--- config.mk ---
export PLATFORM = sky130hd
export DESIGN_NAME = null_delimited_message_framer_top
export DESIGN_NICKNAME = d
export VERILOG_FILES = /design/src/design/ndmf_pkg.sv /design/src/design/null_delimited_message_framer_top.sv
export SDC_FILE = /design/constraint.sdc
export NUM_CORES = 1
export LEC_CHECK = 0
export ABC_AREA = 0
export BUFFER_PORTS_ARGS = -buffer_cell sky130_fd_sc_hd__buf_2
export CORE_MARGIN = 8
export CORE_UTILIZATION = 28
export CTS_BUF_LIST = sky130_fd_sc_hd__clkbuf_4 sky130_fd_sc_hd__clkbuf_8
export DETAILED_ROUTE_END_ITERATION = 8
export GPL_TIMING_DRIVEN = 0
export PLACE_DENSITY = 0.5
export SKIP_CTS_REPAIR_TIMING = 1
export SLEW_MARGIN = 25
export SYNTH_ARGS = -nofsm -noshare
export SYNTH_HDL_FRONTEND = slang
export SYNTH_SLANG_ARGS = --single-unit
export TNS_END_PERCENT = 20
--- constraint.sdc ---
create_clock -name clk_i -period 11.6 [get_ports clk_i]
set_clock_uncertainty 0.05 [all_clocks]
set_input_delay 2.32 -clock clk_i [delete_from_list [all_inputs] [get_ports clk_i]]
set_output_delay 2.32 -clock clk_i [all_outputs]
set_load 0.03 [all_outputs]
--- src/design/ndmf_pkg.sv ---
// ndmf_pkg: shared constants and codes for the null-delimited message framer.
// Used by null_delimited_message_framer_top. No dependencies.
`default_nettype none

package ndmf_pkg;

  // Default parameter values
  localparam int unsigned DEF_LINE_DEPTH    = 256;
  localparam int unsigned DEF_DISPLAY_CHARS = 30;

  // Printable range and delimiter
  localparam logic [7:0] DELIM_BYTE = 8'h00;
  localparam logic [7:0] PRINT_LOW  = 8'd32;
  localparam logic [7:0] PRINT_HIGH = 8'd126;

  // Register reset values
  localparam logic [31:0] RESET_TIMEOUT = 32'd2000000;
  localparam logic [31:0] RESET_PERIOD  = 32'd500000;

  // Configuration register indexes
  localparam logic REG_TIMEOUT = 1'b0;
  localparam logic REG_PERIOD  = 1'b1;

  // Input item kinds
  localparam logic KIND_BYTE = 1'b0;
  localparam logic KIND_TICK = 1'b1;

  // Result kinds
  localparam logic RES_CHAR    = 1'b0;
  localparam logic RES_TIMEOUT = 1'b1;

endpackage : ndmf_pkg

`default_nettype wire

--- src/design/null_delimited_message_framer_top.sv ---
// null_delimited_message_framer_top: line assembler with timeout check.
// Depends on ndmf_pkg.
`default_nettype none

// Usage
//   Input channel (in_valid_i / in_stall_o): one transfer is one item, either
//   a received byte (kind 0) or a time tick (kind 1), with its timestamp.
//   Output channel (out_valid_o / out_stall_i): one transfer is one result,
//   a message character or a timeout event.
//   Config channel (cfg_valid_i / cfg_ready_o): always ready; write only
//   while the block is idle. Index 0 = timeout_us, 1 = check_period_us.
// Sequencing
//   A non-zero byte is absorbed in its accept cycle: one item per cycle.
//   A tick makes one pass through the shared subtract-compare unit when no
//   check is due and two passes when it is, plus an output load for a
//   timeout result.
//   A delimiter ending a line reads the line store one entry at a time
//   (registered read, then output load) for each of the N characters
//   shown, N at most DISPLAY_CHARS-1.
//   in_stall_o is high while the sequencer is busy.
// Reset
//   Clears fill count, timestamps, message count and loads the register
//   defaults. The line store is not cleared; only written entries reach the output.
// Receiver stall
//   The output register holds its result; the sequencer waits to load the
//   next one, so the input side stalls in turn.
module null_delimited_message_framer_top
  import ndmf_pkg::*;
#(
  parameter int unsigned LINE_DEPTH    = DEF_LINE_DEPTH,
  parameter int unsigned DISPLAY_CHARS = DEF_DISPLAY_CHARS
) (
  input  wire logic        clk_i,
  input  wire logic        rst_ni,
  // input items
  input  wire logic        in_valid_i,
  output logic             in_stall_o,
  input  wire logic        kind_i,
  input  wire logic [7:0]  rx_byte_i,
  input  wire logic [31:0] now_us_i,
  // results
  output logic             out_valid_o,
  input  wire logic        out_stall_i,
  output logic             result_kind_o,
  output logic [7:0]       char_out_o,
  output logic             is_last_o,
  output logic [31:0]      messages_seen_o,
  // configuration
  input  wire logic        cfg_valid_i,
  output logic             cfg_ready_o,
  input  wire logic        cfg_index_i,
  input  wire logic [31:0] cfg_data_i
);

  localparam int unsigned IW = $clog2(LINE_DEPTH);     // store address / fill width
  localparam int unsigned SW = $clog2(DISPLAY_CHARS);  // shown-count width
  localparam logic [IW-1:0] FILL_MAX  = IW'(LINE_DEPTH - 1);
  localparam logic [SW-1:0] SHOWN_MAX = SW'(DISPLAY_CHARS - 1);

  // sequencer states
  localparam logic [2:0] ST_IDLE = 3'd0;
  localparam logic [2:0] ST_CHK  = 3'd1;  // check-period compare
  localparam logic [2:0] ST_TMO  = 3'd2;  // timeout compare
  localparam logic [2:0] ST_RD   = 3'd3;  // issue line store read
  localparam logic [2:0] ST_EMIT = 3'd4;  // load output register

  logic [2:0]    state_q, state_d;
  logic [IW-1:0] fill_q, fill_d;
  logic [31:0]   last_msg_q, last_msg_d;
  logic [31:0]   last_chk_q, last_chk_d;
  logic [31:0]   total_q, total_d;
  logic [31:0]   timeout_q, period_q;
  logic [31:0]   now_q, now_d;
  logic [SW-1:0] idx_q, idx_d;
  logic [SW-1:0] shown_q, shown_d;
  logic          emit_tmo_q, emit_tmo_d;

  logic          out_valid_q;
  logic          out_kind_q;
  logic [7:0]    out_char_q;
  logic          out_last_q;
  logic [31:0]   out_seen_q;

  logic [7:0]    mem [LINE_DEPTH];
  logic [7:0]    rd_data_q;
  logic          mem_we;

  logic          in_xfer, out_xfer, out_free, load_out;
  logic          is_print;

  // shared subtract-compare unit
  logic [31:0]   sub_opnd, sub_lim, sub_diff;
  logic          sub_gt;

  assign in_stall_o  = (state_q != ST_IDLE);
  assign in_xfer     = in_valid_i && !in_stall_o;
  assign out_xfer    = out_valid_q && !out_stall_i;
  assign out_free    = !out_valid_q || !out_stall_i;
  assign load_out    = (state_q == ST_EMIT) && out_free;
  assign cfg_ready_o = 1'b1;

  assign is_print = (rx_byte_i >= PRINT_LOW) && (rx_byte_i <= PRINT_HIGH);
  assign mem_we   = in_xfer && (kind_i == KIND_BYTE) && is_print && (fill_q != FILL_MAX);

  always_comb begin
    if (state_q == ST_TMO) begin
      sub_opnd = last_msg_q;
      sub_lim  = timeout_q;
    end else begin
      sub_opnd = last_chk_q;
      sub_lim  = period_q;
    end
    sub_diff = now_q - sub_opnd;
    sub_gt   = sub_diff > sub_lim;
  end

  always_comb begin
    state_d    = state_q;
    fill_d     = fill_q;
    last_msg_d = last_msg_q;
    last_chk_d = last_chk_q;
    total_d    = total_q;
    now_d      = now_q;
    idx_d      = idx_q;
    shown_d    = shown_q;
    emit_tmo_d = emit_tmo_q;
    unique case (state_q)
      ST_IDLE: begin
        if (in_xfer) begin
          if (kind_i == KIND_TICK) begin
            now_d   = now_us_i;
            state_d = ST_CHK;
          end else if (rx_byte_i == DELIM_BYTE) begin
            if (fill_q != '0) begin
              // clamp to display width
              if (32'(fill_q) > 32'(DISPLAY_CHARS - 1)) begin
                shown_d = SHOWN_MAX;
              end else begin
                shown_d = SW'(fill_q);
              end
              total_d    = total_q + 32'd1;
              last_msg_d = now_us_i;
              fill_d     = '0;
              idx_d      = '0;
              emit_tmo_d = 1'b0;
              state_d    = ST_RD;
            end
          end else if (is_print) begin
            if (fill_q != FILL_MAX) begin
              fill_d = fill_q + IW'(1);
            end else begin
              fill_d = '0;  // line full: drop byte, restart line
            end
          end
        end
      end
      ST_CHK: begin
        if (sub_gt) begin
          last_chk_d = now_q;
          state_d    = ST_TMO;
        end else begin
          state_d = ST_IDLE;
        end
      end
      ST_TMO: begin
        if ((last_msg_q != '0) && sub_gt) begin
          last_msg_d = now_q;
          emit_tmo_d = 1'b1;
          state_d    = ST_EMIT;
        end else begin
          state_d = ST_IDLE;
        end
      end
      ST_RD: begin
        state_d = ST_EMIT;
      end
      ST_EMIT: begin
        if (out_free) begin
          if (emit_tmo_q || (idx_q == shown_q - SW'(1))) begin
            state_d = ST_IDLE;
          end else begin
            idx_d   = idx_q + SW'(1);
            state_d = ST_RD;
          end
        end
      end
      default: begin
        state_d = ST_IDLE;
      end
    endcase
  end

  always_ff @(posedge clk_i or negedge rst_ni) begin
    if (!rst_ni) begin
      state_q     <= ST_IDLE;
      fill_q      <= '0;
      last_msg_q  <= '0;
      last_chk_q  <= '0;
      total_q     <= '0;
      timeout_q   <= RESET_TIMEOUT;
      period_q    <= RESET_PERIOD;
      idx_q       <= '0;
      shown_q     <= '0;
      emit_tmo_q  <= 1'b0;
      out_valid_q <= 1'b0;
    end else begin
      state_q    <= state_d;
      fill_q     <= fill_d;
      last_msg_q <= last_msg_d;
      last_chk_q <= last_chk_d;
      total_q    <= total_d;
      idx_q      <= idx_d;
      shown_q    <= shown_d;
      emit_tmo_q <= emit_tmo_d;
      if (cfg_valid_i && cfg_ready_o) begin
        unique case (cfg_index_i)
          REG_TIMEOUT: timeout_q <= cfg_data_i;
          REG_PERIOD:  period_q  <= cfg_data_i;
          default:     timeout_q <= timeout_q;
        endcase
      end
      if (load_out) begin
        out_valid_q <= 1'b1;
      end else if (out_xfer) begin
        out_valid_q <= 1'b0;
      end
    end
  end

  // payload registers, no reset
  always_ff @(posedge clk_i) begin
    now_q <= now_d;
    if (load_out) begin
      out_seen_q <= total_q;
      if (emit_tmo_q) begin
        out_kind_q <= RES_TIMEOUT;
        out_char_q <= 8'h00;
        out_last_q <= 1'b1;
      end else begin
        out_kind_q <= RES_CHAR;
        out_char_q <= rd_data_q;
        out_last_q <= (idx_q == shown_q - SW'(1));
      end
    end
  end

  // line store: one write port, one registered read port
  always_ff @(posedge clk_i) begin
    if (mem_we) begin
      mem[fill_q] <= rx_byte_i;
    end
    rd_data_q <= mem[IW'(idx_q)];
  end

  assign out_valid_o     = out_valid_q;
  assign result_kind_o   = out_kind_q;
  assign char_out_o      = out_char_q;
  assign is_last_o       = out_last_q;
  assign messages_seen_o = out_seen_q;

  // assertions
  a_rd_to_emit: assert property (@(posedge clk_i) disable iff (!rst_ni)
    (state_q == ST_RD) |=> (state_q == ST_EMIT))
    else $error("read not followed by output load");

  a_idx_in_range: assert property (@(posedge clk_i) disable iff (!rst_ni)
    (state_q == ST_RD) |-> (idx_q < shown_q))
    else $error("line store read beyond shown count");

  a_tmo_shape: assert property (@(posedge clk_i) disable iff (!rst_ni)
    (out_valid_q && (out_kind_q == RES_TIMEOUT)) |-> ((out_char_q == 8'h00) && out_last_q))
    else $error("malformed timeout result");

  a_fill_bound: assert property (@(posedge clk_i) disable iff (!rst_ni)
    32'(fill_q) <= 32'(LINE_DEPTH - 1))
    else $error("fill count beyond line capacity");

  a_stall_hold: assert property (@(posedge clk_i) disable iff (!rst_ni)
    (state_q == ST_EMIT && out_valid_q && out_stall_i) |=> (state_q == ST_EMIT))
    else $error("sequencer left output load while receiver stalled");

endmodule : null_delimited_message_framer_top

`default_nettype wire

==> flow_summary.yaml <==
run_status:
  status: "finished, final reports clean"
timing:
  tightest_slew_ps: 1020
  finalMaxSlewViolations: 0
  slew_headroom: 0.312
  finalHoldViolations: 0
  fin_setup_tns_ps: 0
  fmax_mhz: 120
  rsz0062_at_grt: "no"
  min_period_ps: 8310
  post-route-period-util: 0.716
  setup_viol: 0
  hold_ws_ps: 423
route:
  drt-met1-wl_um: 25400
  vias_per_cell: 4.72
  wl_per_cell_um: 20.1
  drc: 0
  wl_met3_um: 3490
  detail_route.iter0.violations: 750
  met2WireLength_um: 26900
  dr_total_vias: 13457
  antenna_left: 0
  top_layer: "met5"
  drt_pre_antenna_iters: 6
  drt-total-wl_um: 57200
worst_setup_path:
  worst-path-max-fanout: 10
  crit_path_start: "state_q[2]$_DFFE_PN0P_"
  critPathTopFamily: "compound AO/OA/AOI/OAI gates"
  worstSetupEndpoint: "last_msg_q[6]$_DFFE_PN0P_"
  crit_path_frequent_cell: "o21ai_0"
  r2r-end: "last_msg_q[6]$_DFFE_PN0P_"
  ff2ff_path_depth: 25
  worst-path-stages: 25
  worstPathArrival_ps: 8780
  timing_worst_setup_path_type: "reg2reg"
  end_kind: "flip-flop"
  cp-start-kind: "flip-flop"
  crit_buf_inv: 4
  reg2reg_setup_slack_ps: 3290
  critPathMaxStageDelay_ps: 820
  cp.required_ps: 12070
  cp_slowest_cell: "buf_1"
  r2r_start: "state_q[2]$_DFFE_PN0P_"
floorplanning:
  core_area_mm2: 0.0822
  die_area_mm2: 0.0926
  io_pins: 124
  die_x_um: 304
  die_h_um: 304
  initial_utilization: 0.283
  rows: 105
synth:
  synth.avg_cell_area_um2: 15.7
  synth_area_mm2: 0.0233
  ys_async_sr_fraction: 0.351
  synth_flop_cell: "edfxtp_1"
  ys_types: 68
  synth_top_area_frac: 0.426
  yosysMostFrequentCell: "edfxtp_1"
  synth-seq-cells: 521
  syn-instance-count: 1478
  synth.area.top_cells: "edfxtp_1 43%, dfrtp_1 18%, mux2_2 7.7%"
  yosysWarnings: 0
  synth_edf_count: 330
  synthTopCellsByCount: "330 x edfxtp_1, 169 x dfrtp_1, 160 x mux2_2"
  synth_nets: 1628
  ys_seq_area_frac: 0.630
  yosysTopAreaCell: "edfxtp_1"
min_path:
  hold_class: "reg2reg"
power_and_ir_drop:
  p_per_area_mw_per_mm2: 224
  max-vdd-ir-drop_mv: 0.0826
  power.leakage_nw: 10.0
cts:
  cts_inserted_buffers: 89
  cts_tree: "built"
  h-tree-depth: 3
  cts_num_sinks: 521
  clockBufferDepth: 3
  path_clk_slew_ps: 60
  root_buffer: "clkbuf_8"
  clkLatencyLatePin_ps: 690
layout:
  nets: 1850
  area_growth_pct: 17.4
  drive_above_1_share: 0.329
global_route:
  grt_max_degree: 83
  grt_antenna_before_repair: 9
  grt_pass1_vias: 14310
  grtUsageTotal: 0.121
  grt-ovfl-total: 0
  grt_pass1_wl_um: 87900
flow_run:
  maxCapViolCount: 0
placement:
  hpwl_um: 40200
  globalplace.congestion: 0.776
  portBuffers: 122
-- worst register-to-register path, cell delays in order (launching register included) --
cell and delay (ps):
dfrtp_1 370, buf_2 160, nor3_1 580, clkbuf_1 600, buf_1 830, mux2i_1 210, ha_1 390, o21ai_0 130
a211oi_1 500, o221ai_1 340, a311oi_1 450, o21ai_0 230, o21ai_0 200, a21oi_1 100, xnor2_1 140, ha_1 300
nand3_1 130, nor2_1 130, nand4_1 240, or3_1 500, a31oi_1 330, or3_1 270, nand3_2 110, o21ai_4 280
buf_6 220, mux2_2 360
-- worst min-delay path by stage --
stage,from,endpoint,slack (ps),depth (start not counted)
after floorplan,total_q[31]$_DFFE_PN0P_,total_q[31]$_DFFE_PN0P_,390,1
after global placement,last_chk_q[1]$_DFFE_PN0P_,last_chk_q[1]$_DFFE_PN0P_,410,2
after detailed placement,total_q[31]$_DFFE_PN0P_,total_q[31]$_DFFE_PN0P_,420,1
after CTS,total_q[31]$_DFFE_PN0P_,total_q[31]$_DFFE_PN0P_,430,1
after global routing,total_q[31]$_DFFE_PN0P_,messages_seen_o[31]$_DFFE_PP_,450,0
final,total_q[31]$_DFFE_PN0P_,total_q[31]$_DFFE_PN0P_,420,1
-- final cells by class --
cell class | instances | area, µm²
Clock inverter | 30 | 216
Sequential cell | 521 | 14700
Multi-Input combinational cell | 882 | 8280
Buffer | 54 | 290
Antenna cell | 5 | 12.5
Clock buffer | 135 | 1680
Tap cell | 1070 | 1340
Timing Repair Buffer | 131 | 762
Inverter | 21 | 78.8
Fill cell | 8001 | 54900
-- registers in the layout, summed over array words and instances (netlist names), 8 cells and up --
signal and flops:
timeout_q 32, last_msg_q 32, messages_seen_o 32, rd_data_q 8, last_chk_q 32, mem 256, fill_q 8, char_out_o 8
period_q 32, now_q 32, total_q 32
-- placed cells by master (no fill, tap or decap), types with 8 or more instances in the layout --
cell type	n
a31oi_1	10
a21oi_1	37
nor2b_1	15
nand2b_1	11
nor4_1	10
nand3_1	21
nor2_1	55
buf_1	13
nand2_1	71
and2_1	23
edfxtp_1	330
clkbuf_8	108
xnor2_1	46
inv_1	21
clkinv_2	11
dfrtp_1	169
clkbuf_1	23
nand4_1	19
nor3_1	19
clkbuf_4	29
a21o_1	23
dfstp_2	14
dfxtp_1	8
mux2_2	160
and3_1	11
mux4_2	80
o21ai_0	38
mux2_4	9
clkinv_1	11
ha_1	70
mux2i_1	61
buf_2	127
xor2_1	20
-- per-layer routing --
layer | GRT usage | vias up
met4 | 0.0357 | 8
met5 | 0 | -
met1 | 0.157 | 6844
met2 | 0.199 | 346
li1 | - | 6168
met3 | 0.0327 | 91
-- kinds of logic after synthesis --
group / synth area share
AND/OR/NAND/NOR: 0.0624
XOR/XNOR: 0.0248
other: 0.000161
multiplexers: 0.187
AO/OA/AOI/OAI: 0.0414
buffers and inverters: 0.0158
adder cells (fa/ha/maj): 0.0385
flip-flops: 0.630
-- metrics by stage --
step / setup slack [ps] / std cells / utilization / power [W] / cell area, µm²
final: 3290 / 2849 / 0.332 / 0.00611 / 27300
after floorplan: 5170 / 1478 / - / 0.00384 / 23300
after global routing: 2550 / 2846 / 0.332 / 0.00650 / 27300
after global placement: 2930 / 2670 / 0.307 / 0.00438 / 25200
after detailed placement: 3120 / 2679 / 0.309 / 0.00443 / 25400
after CTS: 3090 / 2844 / 0.332 / 0.00620 / 27300
-- where the power goes --
| group | internal, W | switching [W] |
|---|---|---|
| Clock | 0.000958 | 0.000776 |
| Combinational | 0.000942 | 0.00112 |
| Sequential | 0.00220 | 0.000123 |
| Total | 0.00410 | 0.00202 |
(Power assumes the default switching activity.)
